File: config.mk
export PLATFORM = sky130hd
export DESIGN_NAME = stable_priority_task_queue_flat
export DESIGN_NICKNAME = d
export VERILOG_FILES = /design/src/hw/rtl/spq_pkg.sv /design/src/hw/rtl/spq_channels.sv /design/src/hw/rtl/spq_cell.sv /design/src/hw/rtl/stable_priority_task_queue.sv /design/src/flat_wrapper.sv
export SDC_FILE = /design/constraint.sdc
export NUM_CORES = 1
export LEC_CHECK = 0
export BUFFER_PORTS_ARGS = -buffer_cell sky130_fd_sc_hd__buf_4
export CAP_MARGIN = 40
export CORE_MARGIN = 4
export CORE_UTILIZATION = 45
export DETAILED_ROUTE_END_ITERATION = 10
export PLACE_DENSITY = 0.62
export SETUP_SLACK_MARGIN = 0.05
export SLEW_MARGIN = 20
export SYNTH_ARGS = -nofsm -noshare
export SYNTH_HDL_FRONTEND = slang
export SYNTH_SLANG_ARGS = --single-unit
File: constraint.sdc
create_clock -name clk -period 7.2 [get_ports clk]
set_input_delay 0 -clock clk [delete_from_list [all_inputs] [get_ports clk]]
set_output_delay 0 -clock clk [all_outputs]
set_load 0.05 [all_outputs]
File: src/hw/rtl/spq_pkg.sv
// Shared types and constants for the stable priority task queue.
// No dependencies; compiled first.
`default_nettype none

package spq_pkg;

  localparam int FIELD_TAG_W = 16;
  localparam int RESULT_CAP  = 16;   // most results one list transaction returns
  localparam int COUNT_SAT   = 31;   // count field saturates here

  typedef logic [2:0]  op_field_t;
  typedef logic [3:0]  prio_t;
  typedef logic [15:0] tag_field_t;
  typedef logic [4:0]  count_t;

  localparam prio_t PRIO_MIN = 4'd1;
  localparam prio_t PRIO_MAX = 4'd10;

  typedef enum logic [2:0] {
    OP_INSERT   = 3'd0,
    OP_POP      = 3'd1,
    OP_REMOVE   = 3'd2,
    OP_POSITION = 3'd3,
    OP_LIST     = 3'd4,
    OP_CHANGE   = 3'd5
  } op_t;

  typedef enum logic [2:0] {
    ST_OK       = 3'd0,
    ST_DUP      = 3'd1,
    ST_NOTFOUND = 3'd2,
    ST_EMPTY    = 3'd3,
    ST_FULL     = 3'd4,
    ST_BADPRIO  = 3'd5
  } status_t;

  // Broadcast command to every cell of the chain
  typedef enum logic [1:0] {
    CELL_HOLD   = 2'd0,
    CELL_INSERT = 2'd1,
    CELL_DELETE = 2'd2
  } cell_op_t;

  typedef struct packed {
    cell_op_t op;
    prio_t    key_prio;
  } cell_ctrl_t;

  typedef struct packed {
    logic  valid;
    prio_t prio;
  } cell_meta_t;

  // Compare results a cell reports against the broadcast key
  typedef struct packed {
    logic hit;   // holds the key tag
    logic ge;    // priority >= key priority
    logic gt;    // priority >  key priority
  } cell_flags_t;

endpackage

`default_nettype wire

File: src/hw/rtl/spq_channels.sv
// Valid/ready channel interfaces for the request and result streams.
// Depends on spq_pkg.
`default_nettype none

interface spq_in_if;
  import spq_pkg::*;

  logic       valid;
  logic       ready;
  op_field_t  op;
  prio_t      priority_req;
  tag_field_t tag;

  modport source (output valid, op, priority_req, tag, input ready);
  modport sink   (input valid, op, priority_req, tag, output ready);
endinterface

interface spq_out_if;
  import spq_pkg::*;

  logic       valid;
  logic       ready;
  status_t    status;
  tag_field_t result_tag;
  prio_t      result_priority;
  count_t     count;
  logic       last;

  modport source (output valid, status, result_tag, result_priority, count, last,
                  input ready);
  modport sink   (input valid, status, result_tag, result_priority, count, last,
                  output ready);
endinterface

`default_nettype wire

File: src/hw/rtl/spq_cell.sv
// One slot of the sorted chain: holds valid, priority and tag, compares
// against the broadcast key and shifts to/from its neighbours. Depends on spq_pkg.
`default_nettype none

module spq_cell #(
  parameter int TAG_W = 16
) (
  input  wire                        clk,
  input  wire                        rst_n,
  input  wire spq_pkg::cell_ctrl_t   ctrl,
  input  wire logic [TAG_W-1:0]      key_tag,
  input  wire spq_pkg::cell_meta_t   left_meta,
  input  wire logic [TAG_W-1:0]      left_tag,
  input  wire logic                  left_ge,
  input  wire spq_pkg::cell_meta_t   right_meta,
  input  wire logic [TAG_W-1:0]      right_tag,
  input  wire logic                  del_sel,
  output spq_pkg::cell_meta_t        meta,
  output logic [TAG_W-1:0]           tag,
  output spq_pkg::cell_flags_t       flags
);
  import spq_pkg::*;

  logic             valid_r, valid_nxt;
  prio_t            prio_r, prio_nxt;
  logic [TAG_W-1:0] tag_r, tag_nxt;

  assign flags.hit = valid_r && (tag_r == key_tag);
  assign flags.ge  = valid_r && (prio_r >= ctrl.key_prio);
  assign flags.gt  = valid_r && (prio_r >  ctrl.key_prio);

  assign meta.valid = valid_r;
  assign meta.prio  = prio_r;
  assign tag        = tag_r;

  always_comb begin
    valid_nxt = valid_r;
    prio_nxt  = prio_r;
    tag_nxt   = tag_r;
    case (ctrl.op)
      CELL_INSERT: begin
        // entries ahead of the new one stay; the first behind takes it
        if (!flags.ge) begin
          if (left_ge) begin
            valid_nxt = 1'b1;
            prio_nxt  = ctrl.key_prio;
            tag_nxt   = key_tag;
          end else begin
            valid_nxt = left_meta.valid;
            prio_nxt  = left_meta.prio;
            tag_nxt   = left_tag;
          end
        end
      end
      CELL_DELETE: begin
        if (del_sel) begin
          valid_nxt = right_meta.valid;
          prio_nxt  = right_meta.prio;
          tag_nxt   = right_tag;
        end
      end
      default: begin
      end
    endcase
  end

  always_ff @(posedge clk) begin
    if (!rst_n) begin
      valid_r <= 1'b0;
    end else begin
      valid_r <= valid_nxt;
    end
  end

  always_ff @(posedge clk) begin
    prio_r <= prio_nxt;
    tag_r  <= tag_nxt;
  end

endmodule

`default_nettype wire

File: src/hw/rtl/stable_priority_task_queue.sv
// Stable priority task queue: top level with controller and chain of slots.
// Depends on spq_pkg, spq_channels (spq_in_if, spq_out_if) and spq_cell.
//
// Usage:
//  - in_ch carries one request per transaction: op, priority_req, tag.
//    out_ch carries results: status, result_tag, result_priority, count, last.
//    last marks the final result of a request.
//  - Tasks sit in a row of QUEUE_DEPTH slots, highest priority at slot 0 and
//    oldest first within a priority. Every slot compares itself with the
//    request key at once; insert and delete shift the row by one place.
//  - Timing: a request is latched on acceptance and acted on in S_APPLY once
//    the output register is free; its result then goes to the output register.
//    Change priority makes a delete pass in S_APPLY, then an insert pass in
//    S_INS. A list of n matching tasks (n >= 2) gives min(n,16) results, one
//    per cycle while the receiver takes them, walked in S_LIST. Ops 6 and 7
//    are taken and dropped.
//  - in_ch.ready is high only while the controller is idle; a new request
//    can be accepted while the last result still waits in the output
//    register. A stalled receiver holds the controller before its next
//    write to the output register; nothing is lost.
//  - Reset (synchronous, active low) empties the queue at once.
`default_nettype none

module stable_priority_task_queue #(
  parameter int QUEUE_DEPTH = 16,
  parameter int TAG_BITS    = 16
) (
  input  wire       clk,
  input  wire       rst_n,
  spq_in_if.sink    in_ch,
  spq_out_if.source out_ch
);
  import spq_pkg::*;

  localparam int TAG_W = (TAG_BITS < FIELD_TAG_W) ? TAG_BITS : FIELD_TAG_W;
  localparam int IDX_W = $clog2(QUEUE_DEPTH);
  localparam int CNT_W = $clog2(QUEUE_DEPTH + 1);

  typedef enum logic [3:0] {
    S_IDLE  = 4'b0001,
    S_APPLY = 4'b0010,
    S_INS   = 4'b0100,
    S_LIST  = 4'b1000
  } state_t;

  state_t state_r, state_nxt;

  // latched request key
  op_t              op_r, op_nxt;
  prio_t            pr_r, pr_nxt;
  logic [TAG_W-1:0] tag_r, tag_nxt;

  // list walk
  logic [IDX_W-1:0] idx_r, idx_nxt;
  count_t           rem_r, rem_nxt;
  count_t           lcnt_r, lcnt_nxt;

  // output register
  logic       out_valid_r, out_valid_nxt;
  status_t    out_status_r, out_status_nxt;
  tag_field_t out_tag_r, out_tag_nxt;
  prio_t      out_prio_r, out_prio_nxt;
  count_t     out_count_r, out_count_nxt;
  logic       out_last_r, out_last_nxt;

  // chain wiring
  cell_ctrl_t       cell_ctrl;
  cell_meta_t       meta [QUEUE_DEPTH];
  logic [TAG_W-1:0] tags [QUEUE_DEPTH];
  cell_flags_t      flags [QUEUE_DEPTH];
  cell_meta_t       lmeta [QUEUE_DEPTH];
  logic [TAG_W-1:0] ltag [QUEUE_DEPTH];
  logic             lge [QUEUE_DEPTH];
  cell_meta_t       rmeta [QUEUE_DEPTH];
  logic [TAG_W-1:0] rtag [QUEUE_DEPTH];

  logic [QUEUE_DEPTH-1:0] hit_v, ge_v, gt_v, valid_v, del_sel_v;

  logic             accept, out_free;
  logic             any_hit, empty, full, prio_ok;
  logic             del_all, del_tag;
  cell_op_t         cell_op;
  logic [IDX_W-1:0] hit_pos;
  logic [CNT_W-1:0] cnt_ge, cnt_gt, n_match;

  assign accept   = in_ch.valid && in_ch.ready;
  assign out_free = !out_valid_r || out_ch.ready;
  assign in_ch.ready = (state_r == S_IDLE);

  // ---------------------------------------------------------------- chain
  assign cell_ctrl.op       = cell_op;
  assign cell_ctrl.key_prio = pr_r;

  for (genvar i = 0; i < QUEUE_DEPTH; i++) begin : g_cell
    if (i == 0) begin : g_first
      assign lmeta[i] = '0;
      assign ltag[i]  = '0;
      assign lge[i]   = 1'b1;   // new entry goes to the head if nothing ranks ahead
    end else begin : g_left
      assign lmeta[i] = meta[i-1];
      assign ltag[i]  = tags[i-1];
      assign lge[i]   = flags[i-1].ge;
    end

    if (i == QUEUE_DEPTH - 1) begin : g_last
      assign rmeta[i] = '0;
      assign rtag[i]  = '0;
    end else begin : g_right
      assign rmeta[i] = meta[i+1];
      assign rtag[i]  = tags[i+1];
    end

    assign hit_v[i]   = flags[i].hit;
    assign ge_v[i]    = flags[i].ge;
    assign gt_v[i]    = flags[i].gt;
    assign valid_v[i] = meta[i].valid;

    spq_cell #(
      .TAG_W (TAG_W)
    ) u_cell (
      .clk        (clk),
      .rst_n      (rst_n),
      .ctrl       (cell_ctrl),
      .key_tag    (tag_r),
      .left_meta  (lmeta[i]),
      .left_tag   (ltag[i]),
      .left_ge    (lge[i]),
      .right_meta (rmeta[i]),
      .right_tag  (rtag[i]),
      .del_sel    (del_sel_v[i]),
      .meta       (meta[i]),
      .tag        (tags[i]),
      .flags      (flags[i])
    );
  end

  // ------------------------------------------------------- status of chain
  assign any_hit = |hit_v;
  assign empty   = !valid_v[0];
  assign full    = valid_v[QUEUE_DEPTH-1];
  assign prio_ok = (pr_r >= PRIO_MIN) && (pr_r <= PRIO_MAX);

  // tags are unique, so the hit vector is one-hot: OR the indexes
  always_comb begin
    hit_pos = '0;
    for (int i = 0; i < QUEUE_DEPTH; i++) begin
      if (hit_v[i]) hit_pos |= IDX_W'(i);
    end
  end

  // ge/gt are thermometer codes (row is sorted); count = position of the edge
  always_comb begin
    cnt_ge = '0;
    cnt_gt = '0;
    for (int i = 0; i < QUEUE_DEPTH - 1; i++) begin
      if (ge_v[i] && !ge_v[i+1]) cnt_ge |= CNT_W'(i + 1);
      if (gt_v[i] && !gt_v[i+1]) cnt_gt |= CNT_W'(i + 1);
    end
    if (ge_v[QUEUE_DEPTH-1]) cnt_ge = CNT_W'(QUEUE_DEPTH);
    if (gt_v[QUEUE_DEPTH-1]) cnt_gt = CNT_W'(QUEUE_DEPTH);
  end

  assign n_match = cnt_ge - cnt_gt;

  // delete: every slot from the hit onwards (or all, for pop) takes its right neighbour
  always_comb begin
    for (int i = 0; i < QUEUE_DEPTH; i++) begin
      del_sel_v[i] = del_all || (del_tag && (IDX_W'(i) >= hit_pos));
    end
  end

  // ------------------------------------------------------------ controller
  always_comb begin
    state_nxt      = state_r;
    op_nxt         = op_r;
    pr_nxt         = pr_r;
    tag_nxt        = tag_r;
    idx_nxt        = idx_r;
    rem_nxt        = rem_r;
    lcnt_nxt       = lcnt_r;
    cell_op        = CELL_HOLD;
    del_all        = 1'b0;
    del_tag        = 1'b0;
    out_valid_nxt  = out_valid_r && !out_ch.ready;
    out_status_nxt = out_status_r;
    out_tag_nxt    = out_tag_r;
    out_prio_nxt   = out_prio_r;
    out_count_nxt  = out_count_r;
    out_last_nxt   = out_last_r;

    unique case (state_r)
      S_IDLE: begin
        if (accept) begin
          op_nxt  = op_t'(in_ch.op);
          pr_nxt  = in_ch.priority_req;
          tag_nxt = in_ch.tag[TAG_W-1:0];
          case (op_t'(in_ch.op)) inside
            OP_INSERT, OP_POP, OP_REMOVE, OP_POSITION, OP_LIST, OP_CHANGE:
              state_nxt = S_APPLY;
            default: state_nxt = S_IDLE;   // undefined op: dropped
          endcase
        end
      end

      S_APPLY: begin
        if (out_free) begin
          // single-result default: zeros, last set
          out_valid_nxt  = 1'b1;
          out_status_nxt = ST_OK;
          out_tag_nxt    = '0;
          out_prio_nxt   = '0;
          out_count_nxt  = '0;
          out_last_nxt   = 1'b1;
          state_nxt      = S_IDLE;

          if (op_r == OP_INSERT) begin
            if (!prio_ok)     out_status_nxt = ST_BADPRIO;
            else if (any_hit) out_status_nxt = ST_DUP;
            else if (full)    out_status_nxt = ST_FULL;
            else              cell_op        = CELL_INSERT;
          end else if (empty) begin
            out_status_nxt = ST_EMPTY;
          end else begin
            case (op_r)
              OP_POP: begin
                out_tag_nxt  = FIELD_TAG_W'(tags[0]);
                out_prio_nxt = meta[0].prio;
                cell_op      = CELL_DELETE;
                del_all      = 1'b1;
              end
              OP_LIST: begin
                if (!prio_ok) begin
                  out_status_nxt = ST_BADPRIO;
                end else if (n_match >= CNT_W'(2)) begin
                  // several results: walk the matching run
                  out_valid_nxt = out_valid_r && !out_ch.ready;
                  idx_nxt       = IDX_W'(cnt_gt);
                  rem_nxt       = (int'(n_match) > RESULT_CAP) ? count_t'(RESULT_CAP)
                                                               : count_t'(n_match);
                  lcnt_nxt      = (int'(n_match) > COUNT_SAT) ? count_t'(COUNT_SAT)
                                                              : count_t'(n_match);
                  state_nxt     = S_LIST;
                end
              end
              OP_REMOVE: begin
                if (!any_hit) begin
                  out_status_nxt = ST_NOTFOUND;
                end else begin
                  cell_op = CELL_DELETE;
                  del_tag = 1'b1;
                end
              end
              OP_POSITION: begin
                if (!any_hit) begin
                  out_status_nxt = ST_NOTFOUND;
                end else begin
                  out_count_nxt = (int'(hit_pos) > COUNT_SAT) ? count_t'(COUNT_SAT)
                                                              : count_t'(hit_pos);
                end
              end
              OP_CHANGE: begin
                if (!any_hit) begin
                  out_status_nxt = ST_NOTFOUND;
                end else if (!prio_ok) begin
                  out_status_nxt = ST_BADPRIO;
                end else begin
                  // delete now, reinsert at the back of the new group next cycle
                  cell_op   = CELL_DELETE;
                  del_tag   = 1'b1;
                  state_nxt = S_INS;
                end
              end
              default: begin
              end
            endcase
          end
        end
      end

      S_INS: begin
        cell_op   = CELL_INSERT;
        state_nxt = S_IDLE;
      end

      S_LIST: begin
        if (out_free) begin
          out_valid_nxt  = 1'b1;
          out_status_nxt = ST_OK;
          out_tag_nxt    = FIELD_TAG_W'(tags[idx_r]);
          out_prio_nxt   = pr_r;
          out_count_nxt  = lcnt_r;
          out_last_nxt   = (rem_r == count_t'(1));
          idx_nxt        = idx_r + IDX_W'(1);
          rem_nxt        = rem_r - count_t'(1);
          if (rem_r == count_t'(1)) state_nxt = S_IDLE;
        end
      end

      default: state_nxt = S_IDLE;
    endcase
  end

  always_ff @(posedge clk) begin
    if (!rst_n) begin
      state_r     <= S_IDLE;
      out_valid_r <= 1'b0;
    end else begin
      state_r     <= state_nxt;
      out_valid_r <= out_valid_nxt;
    end
  end

  always_ff @(posedge clk) begin
    op_r         <= op_nxt;
    pr_r         <= pr_nxt;
    tag_r        <= tag_nxt;
    idx_r        <= idx_nxt;
    rem_r        <= rem_nxt;
    lcnt_r       <= lcnt_nxt;
    out_status_r <= out_status_nxt;
    out_tag_r    <= out_tag_nxt;
    out_prio_r   <= out_prio_nxt;
    out_count_r  <= out_count_nxt;
    out_last_r   <= out_last_nxt;
  end

  assign out_ch.valid           = out_valid_r;
  assign out_ch.status          = out_status_r;
  assign out_ch.result_tag      = out_tag_r;
  assign out_ch.result_priority = out_prio_r;
  assign out_ch.count           = out_count_r;
  assign out_ch.last            = out_last_r;

endmodule

`default_nettype wire

File: src/flat_wrapper.sv
// flat-port wrapper written by rule: the top's interface ports become plain ports
module stable_priority_task_queue_flat import spq_pkg::*;
#(
  parameter int QUEUE_DEPTH = 16,
  parameter int TAG_BITS    = 16
)
  (clk, rst_n, in_ch_valid, in_ch_op, in_ch_priority_req, in_ch_tag, in_ch_ready, out_ch_valid, out_ch_status, out_ch_result_tag, out_ch_result_priority, out_ch_count, out_ch_last, out_ch_ready);
  spq_in_if in_ch_i ();
  spq_out_if out_ch_i ();
  input  wire clk;
  input  wire rst_n;
  input wire logic [$bits(in_ch_i.valid)-1:0] in_ch_valid;
  input wire logic [$bits(in_ch_i.op)-1:0] in_ch_op;
  input wire logic [$bits(in_ch_i.priority_req)-1:0] in_ch_priority_req;
  input wire logic [$bits(in_ch_i.tag)-1:0] in_ch_tag;
  output wire logic [$bits(in_ch_i.ready)-1:0] in_ch_ready;
  output wire logic [$bits(out_ch_i.valid)-1:0] out_ch_valid;
  output wire logic [$bits(out_ch_i.status)-1:0] out_ch_status;
  output wire logic [$bits(out_ch_i.result_tag)-1:0] out_ch_result_tag;
  output wire logic [$bits(out_ch_i.result_priority)-1:0] out_ch_result_priority;
  output wire logic [$bits(out_ch_i.count)-1:0] out_ch_count;
  output wire logic [$bits(out_ch_i.last)-1:0] out_ch_last;
  input wire logic [$bits(out_ch_i.ready)-1:0] out_ch_ready;
  assign in_ch_i.valid = in_ch_valid;
  assign in_ch_i.op = in_ch_op;
  assign in_ch_i.priority_req = in_ch_priority_req;
  assign in_ch_i.tag = in_ch_tag;
  assign in_ch_ready = in_ch_i.ready;
  assign out_ch_valid = out_ch_i.valid;
  assign out_ch_status = out_ch_i.status;
  assign out_ch_result_tag = out_ch_i.result_tag;
  assign out_ch_result_priority = out_ch_i.result_priority;
  assign out_ch_count = out_ch_i.count;
  assign out_ch_last = out_ch_i.last;
  assign out_ch_i.ready = out_ch_ready;
  stable_priority_task_queue #(.QUEUE_DEPTH(QUEUE_DEPTH), .TAG_BITS(TAG_BITS)) u_core (.clk(clk), .rst_n(rst_n), .in_ch(in_ch_i), .out_ch(out_ch_i));
endmodule
After elaboration in Yosys (flattened, before gate mapping)
Index checks and enable logic that the tools add are counted.
- add/sub/neg operators: 3
- order comparisons: 53
- equality and inequality tests: 74
- muxes and demuxes: 335
- bitwise logic cells: 2
- reduce and logical (&&, ||, !) cells: 174
- operators with widths (kind ; count):
    $mux W16 ; 54
    $pmux W16 S2 ; 17
    $mux W4 ; 93
    $eq A16 B16 Y1 ; 16
    $pmux W4 S2 ; 19
    $logic_and A1 B1 Y1 ; 97
    $mux W5 ; 15
    $mux W1 ; 72
    $ne A2 B2 Y1 const B ; 36
    $mux W3 ; 22
    $bmux W16 S4 ; 1
    $ge A4 B4 Y1 ; 16
    $gt A4 B4 Y1 ; 16
    $reduce_and A3 Y1 ; 17
    $pmux W1 S2 ; 19
    $ge A4 B4 Y1 const A ; 8
    $logic_not A1 Y1 ; 32
    $mux W2 ; 16
    $pmux W5 S2 ; 2
    $logic_or A1 B1 Y1 ; 17
    $ge A3 B4 Y1 const A ; 4
    $reduce_or A16 Y1 ; 1
    $eq A3 B2 Y1 const B ; 4
    $eq A3 B3 Y1 const B ; 4
    other kinds (34) ; 43
- register bits after elaboration: 407
- input port bits: 27
- output and inout port bits: 31
- word-level logic and storage cells: 702

Logic depth before layout (Yosys ltp)
Gate-level depths: netlist of the first run.
- depth after elaboration: 30
- gate-level depth with buffers: 24
- mapped depth without buffers: 22

Hierarchy
A second synthesis of the first run with hierarchy kept.
- cells, all modules: 2688
- area total of the unflattened synthesis: 28250.8 um2
- modules (own cells, without submodules) (module ; instances ; cells each ; area an instance (um2) ; sequential area each (um2)):
    spq_cell ; 16 ; 140 ; 1411.4 ; 620.6
    stable_priority_task_queue ; 1 ; 448 ; 5669.2 ; 2082.0

Worst setup path before layout of the first run
OpenSTA, ideal clock, no wires.
- path type: reg-to-reg
- start point: register u_core.pr_r[1]
- end point: register u_core.idx_r[0] (enable)
- library setup time: 387 ps
- arrival: 4823 ps
- data required time: 6813 ps
- path slack: 1990 ps
- cell stages (with the launch flop): 20
- path buffers: 1
- clock period less this slack: 5210 ps
- cells stage by stage: edfxtp_1 -> clkbuf_1 -> inv_1 -> ha_1 -> nor2b_1 -> o21a_1 -> o21a_1 -> o31ai_1 -> nor2_1 -> a2111oi_0 -> a31oi_1 -> fa_1 -> a21o_1 -> a21oi_1 -> xnor2_1 -> or3_1 -> o211ai_1 -> nor2_1 -> nor2_1 -> nor3_1
- longest elaborated chain between the ends: 24
- elaborated cells on any way between the ends: 164
- those cells by class: add/sub: 1; order compare: 35; eq/ne: 2; mux: 32; reduce/logical: 94
- ends and longest elaborated chain (item ; line ; text):
    from (decl) ; stable_priority_task_queue.sv:50 ; prio_t pr_r, pr_nxt;
    from (signal assigned) ; stable_priority_task_queue.sv:315 ; pr_r <= pr_nxt;
    $ge A4 B4 Y1 / $gt A4 B4 Y1 (equally long branches) ; spq_cell.sv:29, spq_cell.sv:30 ;
    $logic_and A1 B1 Y1, on equally long branches ; spq_cell.sv:29, spq_cell.sv:30 ;
    $logic_not A1 Y1, on equally long branches ; stable_priority_task_queue.sv:156, stable_priority_task_queue.sv:157 ;
    $logic_and A1 B1 Y1, on equally long branches ; stable_priority_task_queue.sv:156, stable_priority_task_queue.sv:157 ;
    $mux W1, on equally long branches ; stable_priority_task_queue.sv:156, stable_priority_task_queue.sv:157 ;
    $mux W2, on equally long branches (2 in series) ; stable_priority_task_queue.sv:156, stable_priority_task_queue.sv:157 ;
    $mux W3, on equally long branches (4 in series) ; stable_priority_task_queue.sv:156, stable_priority_task_queue.sv:157 ;
    $mux W4, on equally long branches (8 in series) ; stable_priority_task_queue.sv:156, stable_priority_task_queue.sv:157 ;
    $mux W5, on equally long branches ; stable_priority_task_queue.sv:159, stable_priority_task_queue.sv:160 ;
    $sub A5 B5 Y5 * ; stable_priority_task_queue.sv:163 ; assign n_match = cnt_ge - cnt_gt;
    net u_core.n_match[4] ; stable_priority_task_queue.sv:84 ; logic [CNT_W-1:0] cnt_ge, cnt_gt, n_match;
    $ge A5 B2 Y1 * ; stable_priority_task_queue.sv:234 ; end else if (n_match >= CNT_W'(2)) begin
    $ne A2 B1 Y1 (no source line) * ; n/a ;
    $reduce_and A8 Y1 (no source line) * ; n/a ;
    to (signal assigned) ; stable_priority_task_queue.sv:317 ; idx_r <= idx_nxt;
    to (decl) ; stable_priority_task_queue.sv:54 ; logic [IDX_W-1:0] idx_r, idx_nxt;
Mark *: on every way through the listed nets, which the timed path passes. The rest lies on a longest branch.
A chain may end at the register's enable or synchronous reset.

Worst setup path after layout of the first run
- start point: register u_core.tag_r[5]
- end point: register u_core.g_cell[15].u_cell.tag_r[8] (enable)
- longest elaborated chain between the ends: 22
- elaborated cells on any way between the ends: 73
- those cells by class: order compare: 1; eq/ne: 20; mux: 31; reduce/logical: 21
- ends and longest elaborated chain (item ; line ; text):
    from (decl) ; stable_priority_task_queue.sv:51 ; logic [TAG_W-1:0] tag_r, tag_nxt;
    from (signal assigned) ; stable_priority_task_queue.sv:316 ; tag_r <= tag_nxt;
    $eq A16 B16 Y1 ; spq_cell.sv:28 ; assign flags.hit = valid_r && (tag_r == key_tag);
    $logic_and A1 B1 Y1 ; spq_cell.sv:28 ;
    $mux W1 ; stable_priority_task_queue.sv:147 ; if (hit_v[i]) hit_pos |= IDX_W'(i);
    $mux W2 (2 in series) ; stable_priority_task_queue.sv:147 ;
    $mux W3 (4 in series) ; stable_priority_task_queue.sv:147 ;
    $mux W4 (8 in series) ; stable_priority_task_queue.sv:147 ;
    $ge A4 B4 Y1 ; stable_priority_task_queue.sv:168 ; del_sel_v[i] = del_all || (del_tag && (IDX_W'(i) >= hit_pos));
    $logic_and A1 B1 Y1 ; stable_priority_task_queue.sv:168 ;
    $logic_or A1 B1 Y1 ; stable_priority_task_queue.sv:168 ;
    $ne A2 B2 Y1 (no source line) ; n/a ;
    $reduce_and A3 Y1 (no source line) * ; n/a ;
    to (signal assigned) ; spq_cell.sv:77 ; tag_r <= tag_nxt;
    to (decl) ; spq_cell.sv:26 ; logic [TAG_W-1:0] tag_r, tag_nxt;
Every way passes the cells marked *; elsewhere a longest branch is shown, timed or not.

==> metrics.cfg, run 1 <==
[cells_and_area]
seqCellArea_sq_um=12000
drive_gt1_share_pct=14.1
final_cell_count_no_fill=3316
stdcell_area_sq_um=30400
final_nets=2599
multi_input_comb_area_sq_um=14300
fillers=5369
syn2layout_area_growth_pct=10.8
diodes=0

[clock_network]
cts_inserted_buffers=48
cts_tree=built
root_buffer=clkbuf_16
h-tree-depth=2
clk_latency_ps=600
cts.sinks=407
post_cts_buffers=0
cts_buffer_depth=3
cts.clk_slew.worst_paths_ps=60

[die]
die-area_sq_um=65000
rows=90
die_x_um=255
start_util_pct=45.5
die_height_um=255
ios=58
core_sq_um=60400

[global_routing]
met3_usage_pct=4.71
grt_pass1_wl_um=123000
gr-total-overflow=0
grt.total_usage_pct=24.8
grt.met2_usage_pct=37.8
grt_max_degree=231
busiest_layer=met2
grt_pass1_vias=19400
gr-usage-met1_pct=36.0
grt_antenna_before_repair=3

[route]
vias=20000
wire_per_inst_um=24.9
postRouteAntennaNets=0
drtIter0Drc=2090
post-route-drc-count=0
vias_per_cell=6.03
drt_pass1_iterations=5
finalWirelength_um=82600

[pwr]
p_leak_nw=11.9
cellPowerDensity_nw_per_um2=172
vdd_drop_max_uv=139
power_mw=5.24

[logic_synthesis]
yosys_warnings=0
synth_edf_count=386
synth.distinct_cells=77
async_reset_ff_share_pct=0
ys.flop_type=edfxtp_1
avgSynthCellArea_sq_um=11.0
syn_nets=2587
ys_ff_latch=407
ys_seq_area_share_pct=43.8
synth_area_sq_um=27400
netlist_instances=2486

[sta]
relSlewSlack_pct=38.3
max_slew.worst_pin.slew_ps=926
post-route-period-util_pct=80.2
hold_viol_final=0
rsz0062_at_grt=false
final.setup_skew_ps=24.6
setup_viol=0
setup_ws_ps=1430
tns_ps=0
fmaxAchievable_mhz=173
maxSlewViolCount=0
post-route-min-period_ps=5770

[critical_path]
r2r_cells=15
endpoint_kind=flop
cp.required_ps=7450
crit_type=reg -> reg
path_max_fanout=88
arrival_ps=6020
startpoint_type=flop

[placed_design]
placed_cells=3198
pre_cts_slack_ps=1250
gp_congestion=0.920
dp_hpwl_um=58600
io_buffer_count=57
dpl_cell_area_sq_um=28600

[hold_path]
hp-class=in -> reg
hold_depth=2

[run_status]
outcome=complete, no violations

[flow_run]
cap_violations=0

power breakdown:
group          total (mW)  internal [mW]  switching, mW
clock                2.26           1.26           1.00
combinational       0.374          0.145          0.229
sequential           2.61           2.58         0.0273
total                5.24           3.99           1.26
registers in the layout (all words and copies together), names as in the netlist, 3 cells and up:
register,count
u_core.g_cell.u_cell.prio_r,64
u_core.g_cell.u_cell.tag,256
u_core.g_cell.u_cell.valid_r,16
u_core.idx_r,4
u_core.lcnt_r,5
u_core.op_r,3
u_core.out_ch.count,5
u_core.out_ch.result_priority,4
u_core.out_ch.result_tag,16
u_core.out_ch.status,3
u_core.pr_r,4
u_core.rem_r,5
u_core.state_r,4
u_core.tag_r,16
synthesized netlist by cell type, types with 35 or more instances:
library cell,n,area [sq um]
o21ai_0,320,1600
nor4_1,50,313
mux2i_1,311,3110
nor2_1,68,255
ha_1,73,913
mux4_2,80,1800
nand2_1,343,1290
clkbuf_1,140,526
o21a_1,35,263
inv_1,41,154
xor2_1,246,2150
edfxtp_1,386,11600
cell type report:
class	count	area share [%]
Multi-Input combinational cell	1832	47.2
Sequential cell	407	39.5
Timing Repair Buffer	168	5.00
Clock buffer	66	4.31
Tap cell	782	3.22
Inverter	41	0.506
Clock inverter	20	0.300
timing repair:
item / in CTS / in global routing
hold buffers: 27 / 0
resized for setup: 0 / 0
endpoints found under the hold margin: 33 / 0
stage by stage:
step / hold slack (ps) / utilization (%)
floorplan: 98.9 / -
global placement: 181 / 47.1
detailed placement: 180 / 47.5
CTS: 89.8 / 50.2
global route: 111 / 50.4
finish: 115 / 50.4
worst max-delay path: stages (launching register included):
cell,delay [ps]
edfxtp_1,850
buf_4,370
xor2_1,130
nor4_1,520
nand4_1,360
o32ai_1,320
nor2_1,110
nand3_4,230
a21boi_0,150
or2_2,340
inv_1,100
ha_4,410
buf_4,710
a21oi_1,210
a21oi_2,180
buf_4,370
worst paths after layout:
kind,slack [ps],startpoint,endpoint
worst max-delay path,1430,u_core.tag_r[5],u_core.g_cell[15].u_cell.tag[8]
worst min-delay path,120,in_ch_tag[9],u_core.tag_r[9]
worst max register to register,1430,u_core.tag_r[5],u_core.g_cell[15].u_cell.tag[8]
worst min register to register,570,u_core.g_cell[14].u_cell.prio_r[0],u_core.g_cell[13].u_cell.prio_r[0]
per-layer routing:
layer | part of all wire, % | vias up
met2 | 44 | 829
met4 | 3.2 | 0
met3 | 7.9 | 134
met1 | 44 | 9823
met5 | 0 | -
li1 | - | 9195
cell usage in the layout, fill, tap and decap left out, types with 7 or more instances in the layout:
| cell type | count |
|---|---|
| nand3_1 | 8 |
| a22o_1 | 17 |
| xnor2_1 | 17 |
| a21oi_1 | 18 |
| and4_1 | 15 |
| buf_4 | 124 |
| o21a_1 | 35 |
| clkbuf_16 | 50 |
| mux2i_1 | 311 |
| clkbuf_1 | 16 |
| mux2_2 | 20 |
| ha_1 | 72 |
| nor2_1 | 65 |
| o31ai_1 | 7 |
| nor2b_1 | 24 |
| dlygate4sd3_1 | 27 |
| nor4_1 | 50 |
| nand2_1 | 343 |
| buf_8 | 7 |
| dfxtp_1 | 21 |
| nor3_1 | 24 |
| xor2_1 | 246 |
| o31ai_4 | 13 |
| inv_1 | 41 |
| a211oi_1 | 7 |
| mux4_2 | 80 |
| o22ai_1 | 11 |
| clkinv_1 | 16 |
| edfxtp_1 | 386 |
| or2_2 | 10 |
| o21ai_0 | 320 |
| nand4_1 | 19 |
kinds of logic after synthesis:
logic type | synth area share [%]
flip-flops | 43.8
AO/OA/AOI/OAI | 10.6
adder cells (fa/ha/maj) | 3.40
buffers and inverters | 4.92
multiplexers | 18.7
AND/OR/NAND/NOR | 10.1
XOR/XNOR | 8.45
Power figures use the tool's default switching activity.
==> run 2, diff against run 1 <==
==> constraint.sdc (replaced) <==
create_clock -name clk -period 5.7 [get_ports clk]
set_input_delay 0 -clock clk [delete_from_list [all_inputs] [get_ports clk]]
set_output_delay 0 -clock clk [all_outputs]
set_load 0.05 [all_outputs]
==> run 2 against run 1 <==
Effect of this change: fmax is 10% higher; hold slack better by 4.4 ps; sequential share of layout area is 0.41 points lower; core utilization is 0.53 points higher; global-route usage is 0.15 points lower; die area stayed put; sequential power is 26% higher; design area is 1.1% higher; critical path depth is 4 higher; flip-flop and latch count stayed put; critical path type unchanged; critical endpoint is now u_core.idx_r[0].
==> metrics.cfg, run 2 (same netlist as run 1, synthesis figures left out) <==
[run_status]
outcome=complete, no violations

[route]
postRouteAntennaNets=0  ; unchanged
wire_per_inst_um=24.5  ; -1.7%
drtIter0Drc=1977  ; -5.4%
drt_pass1_iterations=6  ; +1
post-route-drc-count=0  ; unchanged
finalWirelength_um=81500  ; -1.4%
vias=20100  ; +0.39%
vias_per_cell=6.03  ; about the same

[critical_path]
critical_path.startpoint=u_core.pr_r[0]
startpoint_type=flop
rrSetupSlack_ps=460  ; -970 ps
cp.required_ps=5990  ; -1460 ps
critPathCapture=u_core.idx_r[0]
endpoint_kind=flop
crit-reg2reg-capture=u_core.idx_r[0]
arrival_ps=5530  ; -490 ps
crit_type=reg -> reg
path_max_fanout=13  ; -85%
r2r_start=u_core.pr_r[0]
r2r_cells=19  ; +4

[placed_design]
gp_congestion=0.906  ; -1.6%
dp_hpwl_um=58000  ; -1.1%
dpl_cell_area_sq_um=28900  ; +0.76%
pre_cts_slack_ps=537  ; -708 ps
placed_cells=3208  ; +0.31%
io_buffer_count=57  ; unchanged

[sta]
setup_ws_ps=457  ; -970 ps
final.setup_skew_ps=17.3  ; -7.27 ps
holdWs_ps=120  ; +4.35 ps
rsz0062_at_grt=false
max_slew.worst_pin.slew_ps=760  ; -165 ps
fmaxAchievable_mhz=191  ; +10%
post-route-period-util_pct=92.0  ; +12 points
maxSlewViolCount=0  ; unchanged
post-route-min-period_ps=5240  ; -530 ps
tns_ps=0  ; unchanged
hold_viol_final=0  ; unchanged
relSlewSlack_pct=49.3  ; +11 points
setup_viol=0  ; unchanged

[cells_and_area]
final_nets=2608  ; +0.35%
fillers=5317  ; -0.97%
syn2layout_area_growth_pct=12.0
final_common_cell=edfxtp_1
largest_reg_flops=256  ; unchanged
stdcell_area_sq_um=30700  ; +1.1%
drive_gt1_share_pct=14.7  ; +0.65 points
layout_common_cells=edfxtp_1, nand2_1, o21ai_0
fin_util_pct=50.9  ; +0.53 points
final_cell_count_no_fill=3327  ; +0.33%

[pwr]
p_comb_share_pct=7.1  ; about the same
p_leak_nw=12.0  ; +1.1%
switchingPower_mw=1.61  ; +28%
switching_share_pct=23.6  ; -0.41 points
cellInternalPower_mw=5.23  ; +31%
clkPwrFrac_pct=44.8  ; +1.6 points
seqPwrFrac_pct=48.1  ; -1.6 points
power_mw=6.84  ; +31%
cellPowerDensity_nw_per_um2=223  ; +29%
vdd_drop_max_uv=185  ; +33%

[clock_network]
cts_buffer_depth=3  ; unchanged
h-tree-depth=2  ; unchanged
clk_latency_ps=600  ; about the same
post_cts_buffers=0  ; unchanged
root_buffer=clkbuf_16
cts.clk_slew.worst_paths_ps=60  ; about the same
ctsResizeCount=0  ; unchanged
cts.sinks=407  ; unchanged
cts_tree=built
cts_inserted_buffers=49  ; +2.1%

[die]
ios=58  ; unchanged
rows=90  ; unchanged
die_x_um=255  ; unchanged
core_sq_um=60400  ; unchanged
start_util_pct=45.5  ; unchanged
die-area_sq_um=65000  ; unchanged
die_height_um=255  ; unchanged

[hold_path]
hold_depth=2  ; unchanged
hp-class=in -> reg

[global_routing]
grt_antenna_before_repair=4  ; +1
grt_max_degree=274  ; +19%
gr-total-overflow=0  ; unchanged
grt.total_usage_pct=24.6  ; -0.15 points
grt_pass1_wl_um=123000  ; about the same
grt_pass1_vias=19400  ; +0.093%

[flow_run]
cap_violations=0  ; unchanged

[run 2: timing repair]
item,4_1_cts,5_1_grt
hold endpoints to repair,33,0
endpoints found under the setup margin,0,0
hold buffers,27,0
[run 2: cell type report]
type                            count  area, sq um  area share (%)
Multi-Input combinational cell   1832        14300            46.7
Sequential cell                   407        12000            39.1
Timing Repair Buffer              176         1710            5.57
Clock buffer                       64         1290            4.21
Tap cell                          782          978            3.18
Clock inverter                     24          241           0.786
Inverter                           41          154           0.501
Antenna cell                        1         2.50         0.00814
[run 2: worst min-delay path by stage]
stage	start	to	slack, ps
after floorplan	in_ch_op[0]	u_core.op_r[0]	100
after global placement	in_ch_tag[10]	u_core.tag_r[10]	180
after detailed placement	in_ch_tag[5]	u_core.tag_r[5]	180
after CTS	in_ch_tag[7]	u_core.tag_r[7]	90
after global routing	in_ch_tag[1]	u_core.tag_r[1]	110
final	in_ch_tag[11]	u_core.tag_r[11]	120
[run 2: critical path, stage by stage, from the launching register on]
cell and delay [ps]:
edfxtp_1 840, ha_1 270, nor2b_1 50, o21a_1 160, o21a_1 160, o21ai_0 290
or2_2 240, nand4_1 160, o2111ai_1 230, o21ai_0 250, fa_1 480, a21o_1 170
a21oi_1 170, xnor2_1 160, or3_1 140, o211ai_1 130, nor2_1 140, nor2_1 70
nor3_1 520, buf_2 290
[run 2: routing by layer]
layer / track usage, % / routed length (um)
met1: 37.3 / 37400
met2: 37.7 / 36400
met3: 3.44 / 5830
met4: 5.85 / 1810
met5: 0 / 14
[run 2: power by group through the flow]
| stage | Clock (mW) | Combinational [mW] | Sequential [mW] |
|---|---|---|---|
| final | 3.07 | 0.487 | 3.29 |
| after global routing | 3.24 | 0.525 | 3.29 |
| after CTS | 3.13 | 0.486 | 3.29 |
| after detailed placement | 0 | 0.469 | 3.35 |
| after global placement | 0 | 0.457 | 3.35 |
| after floorplan | 0 | 0.338 | 3.34 |
